--- config.mk ---
export PLATFORM = sky130hd
export DESIGN_NAME = priority_work_scheduler
export DESIGN_NICKNAME = d
export VERILOG_FILES = /design/src/hdl/pws_pkg.sv /design/src/hdl/priority_work_scheduler.sv /design/src/hdl/pws_store.sv
export SDC_FILE = /design/constraint.sdc
export NUM_CORES = 2
export LEC_CHECK = 0
export ABC_AREA = 0
export BUFFER_PORTS_ARGS = -buffer_cell sky130_fd_sc_hd__buf_2
export CAP_MARGIN = 20
export CELL_PAD_IN_SITES_DETAIL_PLACEMENT = 1
export CELL_PAD_IN_SITES_GLOBAL_PLACEMENT = 1
export CORE_MARGIN = 8
export CORE_UTILIZATION = 59
export DETAILED_ROUTE_END_ITERATION = 6
export PLACE_DENSITY_LB_ADDON = 0.1
export SYNTH_ARGS = -nofsm -noshare
export SYNTH_HDL_FRONTEND = slang
export SYNTH_HIERARCHICAL = 1
export SYNTH_SLANG_ARGS = --single-unit
--- constraint.sdc ---
create_clock -name clk -period 12.7 [get_ports clk]
set_clock_uncertainty 0.15 [all_clocks]
set_input_delay 1.27 -clock clk [delete_from_list [all_inputs] [get_ports clk]]
set_output_delay 1.27 -clock clk [all_outputs]
set_load 0.03 [all_outputs]
--- src/hdl/pws_pkg.sv ---
// ----------------------------------------------------------------------------
// pws_pkg
// Shared constants, opcodes, status codes and defaults for the work scheduler.
// ----------------------------------------------------------------------------
package pws_pkg;

    localparam int DEF_CAPACITY   = 64;
    localparam int DEF_FIELD_BITS = 16;

    localparam int IN_W     = 16;
    localparam int TOTAL_W  = 38;
    localparam int OP_W     = 2;
    localparam int STATUS_W = 3;

    localparam logic [OP_W-1:0] OP_ARRIVE = 2'd0;
    localparam logic [OP_W-1:0] OP_TICK   = 2'd1;
    localparam logic [OP_W-1:0] OP_FINISH = 2'd2;

    localparam logic [STATUS_W-1:0] ST_ACCEPTED = 3'd0;
    localparam logic [STATUS_W-1:0] ST_REJECTED = 3'd1;
    localparam logic [STATUS_W-1:0] ST_SERVED   = 3'd2;
    localparam logic [STATUS_W-1:0] ST_IDLE     = 3'd3;
    localparam logic [STATUS_W-1:0] ST_TOTAL    = 3'd4;

endpackage

--- src/hdl/priority_work_scheduler.sv ---
// ----------------------------------------------------------------------------
// priority_work_scheduler
// Strict-priority job store with a linear scan over a job memory.
// ----------------------------------------------------------------------------
// Input words (opcode, job_priority, job_units) are taken when in_valid is high
// and in_stall is low; one result word (status, served_priority,
// remaining_total) leaves per input word through an output register, taken when
// out_valid is high and out_stall is low.
// Steps from acceptance to result:
//   arrive stored: job written and product registered, then total updated;
//   arrive rejected or zero units, finish, unused opcode: result registered;
//   tick: the job memory is read one entry a cycle to find the best job, then
//   one write back (on removal, a read of the last entry moved into its slot).
// One word is in work at a time; in_stall is high while a word is in work or a
// result is still held. A stalled receiver holds the result in place.
// Reset empties the store (job count and running total cleared); memory
// contents need no clearing since only counted entries are ever used.
// ----------------------------------------------------------------------------
module priority_work_scheduler #(
    parameter int CAPACITY   = pws_pkg::DEF_CAPACITY,
    parameter int FIELD_BITS = pws_pkg::DEF_FIELD_BITS
) (
    input  logic                      clk,
    input  logic                      rst_n,
    input  logic                      in_valid,
    output logic                      in_stall,
    input  logic [pws_pkg::OP_W-1:0]  opcode,
    input  logic [pws_pkg::IN_W-1:0]  job_priority,
    input  logic [pws_pkg::IN_W-1:0]  job_units,
    output logic                      out_valid,
    input  logic                      out_stall,
    output logic [pws_pkg::STATUS_W-1:0] status,
    output logic [pws_pkg::IN_W-1:0]  served_priority,
    output logic [pws_pkg::TOTAL_W-1:0] remaining_total
);
    import pws_pkg::*;

    localparam int FB     = FIELD_BITS;
    localparam int WORD_W = 2 * FB;
    localparam int ADDR_W = (CAPACITY > 1) ? $clog2(CAPACITY) : 1;
    localparam int CNT_W  = $clog2(CAPACITY + 1);
    localparam logic [CNT_W-1:0] CAP_C = CNT_W'(CAPACITY);

    localparam logic [2:0] S_IDLE  = 3'd0;
    localparam logic [2:0] S_ADD   = 3'd1;
    localparam logic [2:0] S_SCAN  = 3'd2;
    localparam logic [2:0] S_UPD   = 3'd3;
    localparam logic [2:0] S_MOVE1 = 3'd4;
    localparam logic [2:0] S_MOVE2 = 3'd5;

    logic [2:0]          state_reg, state_next;
    logic [CNT_W-1:0]    count_reg, count_next;
    logic [TOTAL_W-1:0]  total_reg, total_next;
    logic [WORD_W-1:0]   prod_reg, prod_next;
    logic [CNT_W-1:0]    scan_reg, scan_next;
    logic                rdv_reg, rdv_next;
    logic [CNT_W-1:0]    cidx_reg, cidx_next;
    logic [WORD_W-1:0]   best_reg, best_next;
    logic [ADDR_W-1:0]   bidx_reg, bidx_next;
    logic                out_valid_reg, out_valid_next;
    logic [STATUS_W-1:0] status_reg, status_next;
    logic [IN_W-1:0]     served_reg, served_next;
    logic [TOTAL_W-1:0]  rtot_reg, rtot_next;

    logic                wr_en;
    logic [ADDR_W-1:0]   wr_addr, rd_addr;
    logic [WORD_W-1:0]   wr_data, rd_data;
    logic                accept, out_take;
    logic [FB-1:0]       pri_in, units_in, best_pri, best_units, units_dec;
    logic [CNT_W-1:0]    last_idx;

    pws_store #(
        .DEPTH  (CAPACITY),
        .WORD_W (WORD_W),
        .ADDR_W (ADDR_W)
    ) u_store (
        .clk     (clk),
        .wr_en   (wr_en),
        .wr_addr (wr_addr),
        .wr_data (wr_data),
        .rd_addr (rd_addr),
        .rd_data (rd_data)
    );

    assign out_take  = out_valid_reg && !out_stall;
    assign in_stall  = (state_reg != S_IDLE) || out_valid_reg;
    assign accept    = in_valid && !in_stall;
    assign pri_in    = FB'(job_priority);
    assign units_in  = FB'(job_units);
    assign best_pri  = best_reg[WORD_W-1:FB];
    assign best_units = best_reg[FB-1:0];
    assign units_dec = best_units - FB'(1);
    assign last_idx  = count_reg - CNT_W'(1);

    assign out_valid       = out_valid_reg;
    assign status          = status_reg;
    assign served_priority = served_reg;
    assign remaining_total = rtot_reg;

    always_comb
    begin
        state_next     = state_reg;
        count_next     = count_reg;
        total_next     = total_reg;
        prod_next      = prod_reg;
        scan_next      = scan_reg;
        rdv_next       = 1'b0;
        cidx_next      = cidx_reg;
        best_next      = best_reg;
        bidx_next      = bidx_reg;
        out_valid_next = out_valid_reg && !out_take;
        status_next    = status_reg;
        served_next    = served_reg;
        rtot_next      = rtot_reg;
        wr_en          = 1'b0;
        wr_addr        = count_reg[ADDR_W-1:0];
        wr_data        = {pri_in, units_in};
        rd_addr        = scan_reg[ADDR_W-1:0];

        unique case (state_reg)
            S_IDLE:
            begin
                if (accept)
                begin
                    served_next = '0;
                    priority case (1'b1)
                        opcode == OP_ARRIVE:
                        begin
                            status_next = ST_ACCEPTED;
                            if (count_reg >= CAP_C)
                            begin
                                status_next    = ST_REJECTED;
                                rtot_next      = total_reg;
                                out_valid_next = 1'b1;
                            end
                            else if (units_in != '0)
                            begin
                                wr_en      = 1'b1;
                                count_next = count_reg + CNT_W'(1);
                                prod_next  = WORD_W'(pri_in) * WORD_W'(units_in);
                                state_next = S_ADD;
                            end
                            else
                            begin
                                rtot_next      = total_reg;
                                out_valid_next = 1'b1;
                            end
                        end
                        opcode == OP_TICK:
                        begin
                            if (count_reg == '0)
                            begin
                                status_next    = ST_IDLE;
                                rtot_next      = total_reg;
                                out_valid_next = 1'b1;
                            end
                            else
                            begin
                                scan_next  = '0;
                                cidx_next  = '0;
                                state_next = S_SCAN;
                            end
                        end
                        opcode == OP_FINISH:
                        begin
                            status_next    = ST_TOTAL;
                            rtot_next      = total_reg;
                            out_valid_next = 1'b1;
                            count_next     = '0;
                            total_next     = '0;
                        end
                        default:
                        begin
                            status_next    = ST_IDLE;
                            rtot_next      = total_reg;
                            out_valid_next = 1'b1;
                        end
                    endcase
                end
            end
            S_ADD:
            begin
                total_next     = total_reg + TOTAL_W'(prod_reg);
                rtot_next      = total_reg + TOTAL_W'(prod_reg);
                out_valid_next = 1'b1;
                state_next     = S_IDLE;
            end
            S_SCAN:
            begin
                if (scan_reg != count_reg)
                begin
                    rdv_next  = 1'b1;
                    scan_next = scan_reg + CNT_W'(1);
                end
                if (rdv_reg)
                begin
                    cidx_next = cidx_reg + CNT_W'(1);
                    if (cidx_reg == '0 || rd_data > best_reg)
                    begin
                        best_next = rd_data;
                        bidx_next = cidx_reg[ADDR_W-1:0];
                    end
                end
                if (scan_reg == count_reg && !rdv_reg)
                begin
                    state_next = S_UPD;
                end
            end
            S_UPD:
            begin
                total_next  = total_reg - TOTAL_W'(best_pri);
                status_next = ST_SERVED;
                served_next = IN_W'(best_pri);
                rd_addr     = last_idx[ADDR_W-1:0];
                if (units_dec != '0)
                begin
                    wr_en          = 1'b1;
                    wr_addr        = bidx_reg;
                    wr_data        = {best_pri, units_dec};
                    rtot_next      = total_reg - TOTAL_W'(best_pri);
                    out_valid_next = 1'b1;
                    state_next     = S_IDLE;
                end
                else
                begin
                    state_next = S_MOVE1;
                end
            end
            S_MOVE1:
            begin
                rd_addr    = last_idx[ADDR_W-1:0];
                state_next = S_MOVE2;
            end
            S_MOVE2:
            begin
                wr_en          = 1'b1;
                wr_addr        = bidx_reg;
                wr_data        = rd_data;
                count_next     = last_idx;
                rtot_next      = total_reg;
                out_valid_next = 1'b1;
                state_next     = S_IDLE;
            end
            default:
            begin
                state_next = S_IDLE;
            end
        endcase
    end

    always_ff @(posedge clk or negedge rst_n)
    begin
        if (!rst_n)
        begin
            state_reg     <= S_IDLE;
            count_reg     <= '0;
            total_reg     <= '0;
            rdv_reg       <= 1'b0;
            out_valid_reg <= 1'b0;
        end
        else
        begin
            state_reg     <= state_next;
            count_reg     <= count_next;
            total_reg     <= total_next;
            rdv_reg       <= rdv_next;
            out_valid_reg <= out_valid_next;
        end
    end

    always_ff @(posedge clk)
    begin
        prod_reg   <= prod_next;
        scan_reg   <= scan_next;
        cidx_reg   <= cidx_next;
        best_reg   <= best_next;
        bidx_reg   <= bidx_next;
        status_reg <= status_next;
        served_reg <= served_next;
        rtot_reg   <= rtot_next;
    end

    a_count_bound: assert property (@(posedge clk) disable iff (!rst_n)
        count_reg <= CAP_C)
        else $error("job count above capacity");

    a_busy_stall: assert property (@(posedge clk) disable iff (!rst_n)
        (state_reg != S_IDLE) |-> in_stall)
        else $error("input taken while busy");

    a_finish_clear: assert property (@(posedge clk) disable iff (!rst_n)
        (accept && opcode == OP_FINISH) |=> (count_reg == '0 && total_reg == '0))
        else $error("finish did not clear store");

    a_served_zero: assert property (@(posedge clk) disable iff (!rst_n)
        (out_valid_reg && status_reg != ST_SERVED) |-> (served_reg == '0))
        else $error("served priority set on non-serve result");

endmodule

--- src/hdl/pws_store.sv ---
// ----------------------------------------------------------------------------
// pws_store
// Job memory: one write port, one read port with registered read data.
// ----------------------------------------------------------------------------
module pws_store #(
    parameter int DEPTH  = 64,
    parameter int WORD_W = 32,
    parameter int ADDR_W = 6
) (
    input  logic              clk,
    input  logic              wr_en,
    input  logic [ADDR_W-1:0] wr_addr,
    input  logic [WORD_W-1:0] wr_data,
    input  logic [ADDR_W-1:0] rd_addr,
    output logic [WORD_W-1:0] rd_data
);

    logic [WORD_W-1:0] mem [DEPTH];

    always_ff @(posedge clk)
    begin
        if (wr_en)
        begin
            mem[wr_addr] <= wr_data;
        end
        rd_data <= mem[rd_addr];
    end

endmodule

After elaboration in Yosys (flattened, before gate mapping)
Memory sizes are Yosys's and may differ from the RTL's. A register that Yosys moved wholly into a read port is not among the register bits.
Index checks and enable logic that the tools add are counted.
{"block": "word_totals", "ff_bits": 191, "ram_bits": 2048, "input_bits": 38, "out_inout_bits": 59, "word_cells": 155, "n_memories": 1}
{"name": "u_store.mem", "words": 64, "word_bits": 32, "read_ports": 1, "rd_clocked_by_memory_dff": 1, "write_ports": 1, "line": "pws_store.sv:18", "rtl": "logic [WORD_W-1:0] mem [DEPTH];"}
{"block": "classes", "addsub": 7, "multipliers": 1, "magnitude_cmp": 2, "n_eq_ne": 27, "muxes": 69, "bitwise_logic": 1, "reduce_logical": 34}
{"operator": "2-to-1 mux 38 bit", "n": 11}
{"operator": "case mux 38 bit (4 select lines)", "n": 1}
{"operator": "case mux 38 bit (3 select lines)", "n": 1}
{"operator": "2-to-1 mux 7 bit", "n": 12}
{"operator": "case mux 32 bit (2 select lines)", "n": 1}
{"operator": "case mux 7 bit (2 select lines)", "n": 3}
{"operator": "2-to-1 mux 3 bit", "n": 13}
{"operator": "adder 38 x 32 -> 38 bit", "n": 1}
{"operator": "subtractor 38 x 16 -> 38 bit", "n": 1}
{"operator": "> comparator 32 bit", "n": 1}
{"operator": "multiplier 16 x 16 -> 32 bit", "n": 1}
{"operator": "2-to-1 mux 32 bit", "n": 1}
{"operator": "case mux 16 bit (2 select lines)", "n": 1}
{"operator": "nonzero test 16 bit", "n": 2}
{"operator": "AND reduction 6 bit", "n": 4}
{"operator": "adder 7 x 1 -> 7 bit, second input constant", "n": 3}
{"operator": "!= test 2 bit, second input constant", "n": 10}
{"operator": "!= test 3 bit, second input constant", "n": 6}
{"operator": "2-to-1 mux 1 bit", "n": 17}
{"operator": "2-to-1 mux 16 bit", "n": 1}
{"operator": "subtractor 16 x 1 -> 16 bit, second input constant", "n": 1}
{"operator": "AND reduction 5 bit", "n": 3}
{"operator": "logical NOT 7 bit", "n": 2}
{"operator": "2-to-1 mux 6 bit", "n": 2}
{"operator": "other kinds (26)", "n": 42}

Depth between registers and ports, before layout
{"block": "depth", "ltp_word": 9, "depth_mapped": 24, "mapped_depth_nobuf": 22}

By module
The synthesis kept the hierarchy.
{"mod": "pws_store", "instances": 1, "cells_each": 3503, "area_each_um2": 78720.5, "seq_area_each_um2": 62139.6}
{"mod": "priority_work_scheduler", "instances": 1, "cells_each": 2290, "area_each_um2": 21091.5, "seq_area_each_um2": 5485.3}

Least setup slack after synthesis
Ideal clock, no wire load.
{"block": "synth_timing", "path_type": "input-to-reg", "start": "in job_units[7] in the netlist's numbering", "end": "reg prod_reg[30], data pin", "setup_ns": 0.264, "arrival_ns": 7.094, "required_time_ns": 12.286, "setup_slack_ns": 5.192, "stages": 22, "n_path_buf": 2, "cell_sequence": "clkbuf_1 > clkbuf_1 > nand2_1 > fa_1 > inv_1 > fa_1 > inv_1 > fa_1 > inv_1 > fa_1 > fa_1 > inv_1 > fa_1 > inv_1 > ha_1 > a221o_1 > or3_1 > o211a_1 > a2111oi_0 > and3b_1 > a221oi_1 > xnor2_1"}
{"block": "synth_via", "elab_chain_cells": 1}
{"item": "start, declared", "line": "priority_work_scheduler.sv:29", "rtl": "input logic [pws_pkg::IN_W-1:0] job_units,"}
{"item": "multiplier 16 x 16 -> 32 bit", "line": "priority_work_scheduler.sv:140", "rtl": "prod_next = WORD_W'(pri_in) * WORD_W'(units_in);"}
{"item": "end signal, assigned", "line": "priority_work_scheduler.sv:273", "rtl": "prod_reg <= prod_next;"}
{"item": "end, declared", "line": "priority_work_scheduler.sv:54", "rtl": "logic [WORD_W-1:0] prod_reg, prod_next;"}
Every way passes these cells.
A chain may end at the register's enable or synchronous reset.

Worst setup path after layout
{"block": "layout_timing", "start": "in job_priority[8] in the netlist's numbering", "end": "reg prod_reg[29], data pin"}
{"block": "layout_via", "elab_chain_cells": 1}
{"item": "start, declared", "line": "priority_work_scheduler.sv:28", "rtl": "input logic [pws_pkg::IN_W-1:0] job_priority,"}
{"item": "multiplier 16 x 16 -> 32 bit", "line": "priority_work_scheduler.sv:140"}
Every way passes these cells.

==> flow_metrics.py <==
metrics = {
    "outcome": {
        "status": "finished clean",
    },
    "routing": {
        "dr.first_iter.drc_count": 6845,
        "ant_nets": 0,
        "wl_per_cell_um": 35.6,
        "routed_wl_um": 298000,
        "dr.pass1.iters": 5,
        "drc": 0,
        "num_vias": 57000,
        "viasPerCell": 6.81,
    },
    "yosys": {
        "syn-num-nets": 6218,
        "yosys.area.top_type": "edfxtp_1",
        "syn_area_mm2": 0.0998,
        "synth_top_cells_by_area": "edfxtp_1, mux4_2, fa_1",
        "synth.avg_cell_area_um2": 17.2,
        "synth_top_area_share_pct": 65.9,
        "synthFlopType": "edfxtp_1",
        "seq_area_frac_synth_pct": 67.8,
        "yosysWarnings": 6,
        "synthArstFlopShare_pct": 2.20,
        "synth-seq-cells": 2271,
        "synth_edf_count": 2189,
        "synthCells": 5793,
        "synth.distinct_cells": 90,
    },
    "floorplan": {
        "die_h_um": 427,
        "row_count": 151,
        "initial_utilization_pct": 59.2,
        "boundaryPins": 97,
        "fp.dieW_um": 427,
        "core_area_mm2": 0.169,
        "die_area_mm2": 0.183,
    },
    "grt": {
        "grt_max_degree": 122,
        "grt_pass1_vias": 59900,
        "grt_pass1_wl_um": 424000,
        "antenna_found_initial": 17,
        "track_usage_pct": 32.5,
        "grt-ovfl-total": 0,
    },
    "clock_tree": {
        "root_buffer": "clkbuf_16",
        "cts_tree": "done",
        "clkLatencyLatePin_ns": 0.88,
        "postCtsSetupRepairBufs": 0,
        "htree_levels": 4,
        "hold_buffers": 0,
        "clock_path_buffers": 3,
        "clock-sinks": 2271,
        "clk_pin_slew_ns": 0.06,
        "cts_inserted_buffers": 217,
        "cts_resized": 0,
    },
    "finish": {
        "largest_reg_flops": 2048,
        "area_growth_pct": 11.1,
        "layout_commonest_cell": "edfxtp_1",
        "fillers": 14200,
        "final_cell_mix": "edfxtp_1, mux4_2, nand2_1, inv_1, clkbuf_16",
        "final_util_pct": 65.7,
        "nets": 6383,
        "drive_gt1_share_pct": 19.8,
    },
    "sta": {
        "fmax_mhz": 138,
        "post-route-period-util_pct": 57.1,
        "fin_crit_ns": 7.25,
        "rsz0062_at_grt": "no",
        "setup_viol": 0,
        "slew_headroom_pct": 24.7,
        "setup_tns_ns": 0,
        "hold_viol": 0,
        "tightest_slew_ns": 1.12,
        "finalMaxSlewViolations": 0,
    },
    "setup_path": {
        "startpoint_type": "input pin",
        "worstPathMaxFanout": 17,
        "rrSetupSlack_ns": 5.80,
        "cp-end-kind": "register",
        "worstPathArrival_ns": 7.71,
        "path_class": "in2reg",
        "crit_required_ns": 13.16,
    },
    "flow_run": {
        "drv_cap": 0,
    },
    "power": {
        "leakage_nw": 38.4,
        "switching_share_pct": 35.3,
        "p_sw_mw": 8.55,
        "powerDensity_mw_per_mm2": 218,
        "clkPwrFrac_pct": 27.3,
        "vdd_drop_max_mv": 0.264,
        "seq_power_share_pct": 36.2,
        "internal_power_mw": 15.7,
        "pwr-share-comb_pct": 36.5,
    },
    "placement": {
        "port_buffers": 96,
        "dp_hpwl_um": 177000,
        "gp_congestion": 0.921,
    },
    "hold_path": {
        "min_path_type": "reg2reg",
    },
}
[cell type report]
type	count	area [um^2]	area share, %
diodes	5	12.5	0.0113
multi-input cells	2936	30400	27.5
well taps	2218	2780	2.50
clock inverters	141	1580	1.42
clock buffers	261	5650	5.09
inverters	279	1050	0.944
flip-flops and latches	2271	67600	61.0
repair buffers	253	1780	1.61
[path summary, 6_finish.rpt]
path,to,startpoint,cells past startpoint
worst max-delay path,prod_reg[29],job_priority[8],20
worst min-delay path,best_reg[0],u_store/rd_data[0],0
worst max register to register,u_store/rd_data[18],state_reg[2],16
worst min register to register,best_reg[0],u_store/rd_data[0],0
max in group asynchronous,total_reg[6],rst_n,2
min in group asynchronous,total_reg[28],rst_n,2
[stage by stage]
| stage | area (um^2) | hold slack [ns] | std cells | worst slack, ns | total power [mW] |
|---|---|---|---|---|---|
| final | 111000 | 0.308 | 8364 | 5.45 | 24.2 |
| after detailed placement | 104000 | 0.299 | 7957 | 4.65 | 17.7 |
| after floorplan | 99800 | 0.258 | 5793 | 5.19 | 14.6 |
| after global placement | 104000 | 0.272 | 7957 | 4.80 | 17.4 |
| after global routing | 111000 | 0.311 | 8359 | 5.19 | 25.1 |
| after CTS | 111000 | 0.300 | 8359 | 5.56 | 24.3 |
[kinds of logic (layout without fill, tap and decap cells)]
| group | after synthesis | after routing | synth area share, % |
|---|---|---|---|
| adders and majority gates | 387 | 387 | 6.33 |
| xor gates and xnor gates | 114 | 114 | 1.00 |
| muxes | 637 | 637 | 12.2 |
| other | 0 | 5 | 0 |
| DFF | 2271 | 2271 | 67.8 |
| AOI/OAI and AO/OA | 683 | 683 | 4.83 |
| and+or+nand+nor | 1115 | 1115 | 5.42 |
| buffers and inverters | 586 | 934 | 2.50 |
[cells in the mapped netlist (all sizes together) (79+ instances only)]
cell type and count:
fa 196, nand3 101, o22ai 84, edfxtp 2189, ha 191, buf 120, and2 139, xnor2 79
clkbuf 186, a21oi 112, mux2i 130, a22oi 85, mux4 456, nand2 385, nor2 214, inv 278
[worst max-delay path, stage by stage]
cell and delay [ns]:
buf_2 0.46, nand2_1 0.16, fa_1 0.55, inv_1 0.05
fa_1 0.57, fa_1 0.45, fa_1 0.48, fa_1 0.49
inv_1 0.05, fa_1 0.48, inv_1 0.06, ha_1 0.35
and3_1 0.26, and2_1 0.17, a221o_1 0.31, a21o_1 0.20
a311oi_1 0.73, o21ai_0 0.23, a21oi_1 0.25, xnor2_1 0.10
[power by group through the flow]
stage / logic, mW / registers (mW) / clock network, mW
CTS: 8.85 / 8.76 / 6.68
finish: 8.85 / 8.77 / 6.62
floorplan: 5.71 / 8.85 / 0
global route: 9.41 / 8.78 / 6.90
detailed placement: 8.74 / 8.92 / 0
global placement: 8.51 / 8.91 / 0
[routing by layer]
metal  wire, um  GRT usage, %  share of wire [%]  vias up
li1           -             -                  -    23000
met1     106000          41.7                 36    30000
met2     147000          54.3                 49     3193
met3      26000          4.97                8.7      728
met4      17900          16.4                6.0        2
met5         13             0             0.0044        -
(Power assumes the default switching activity.)
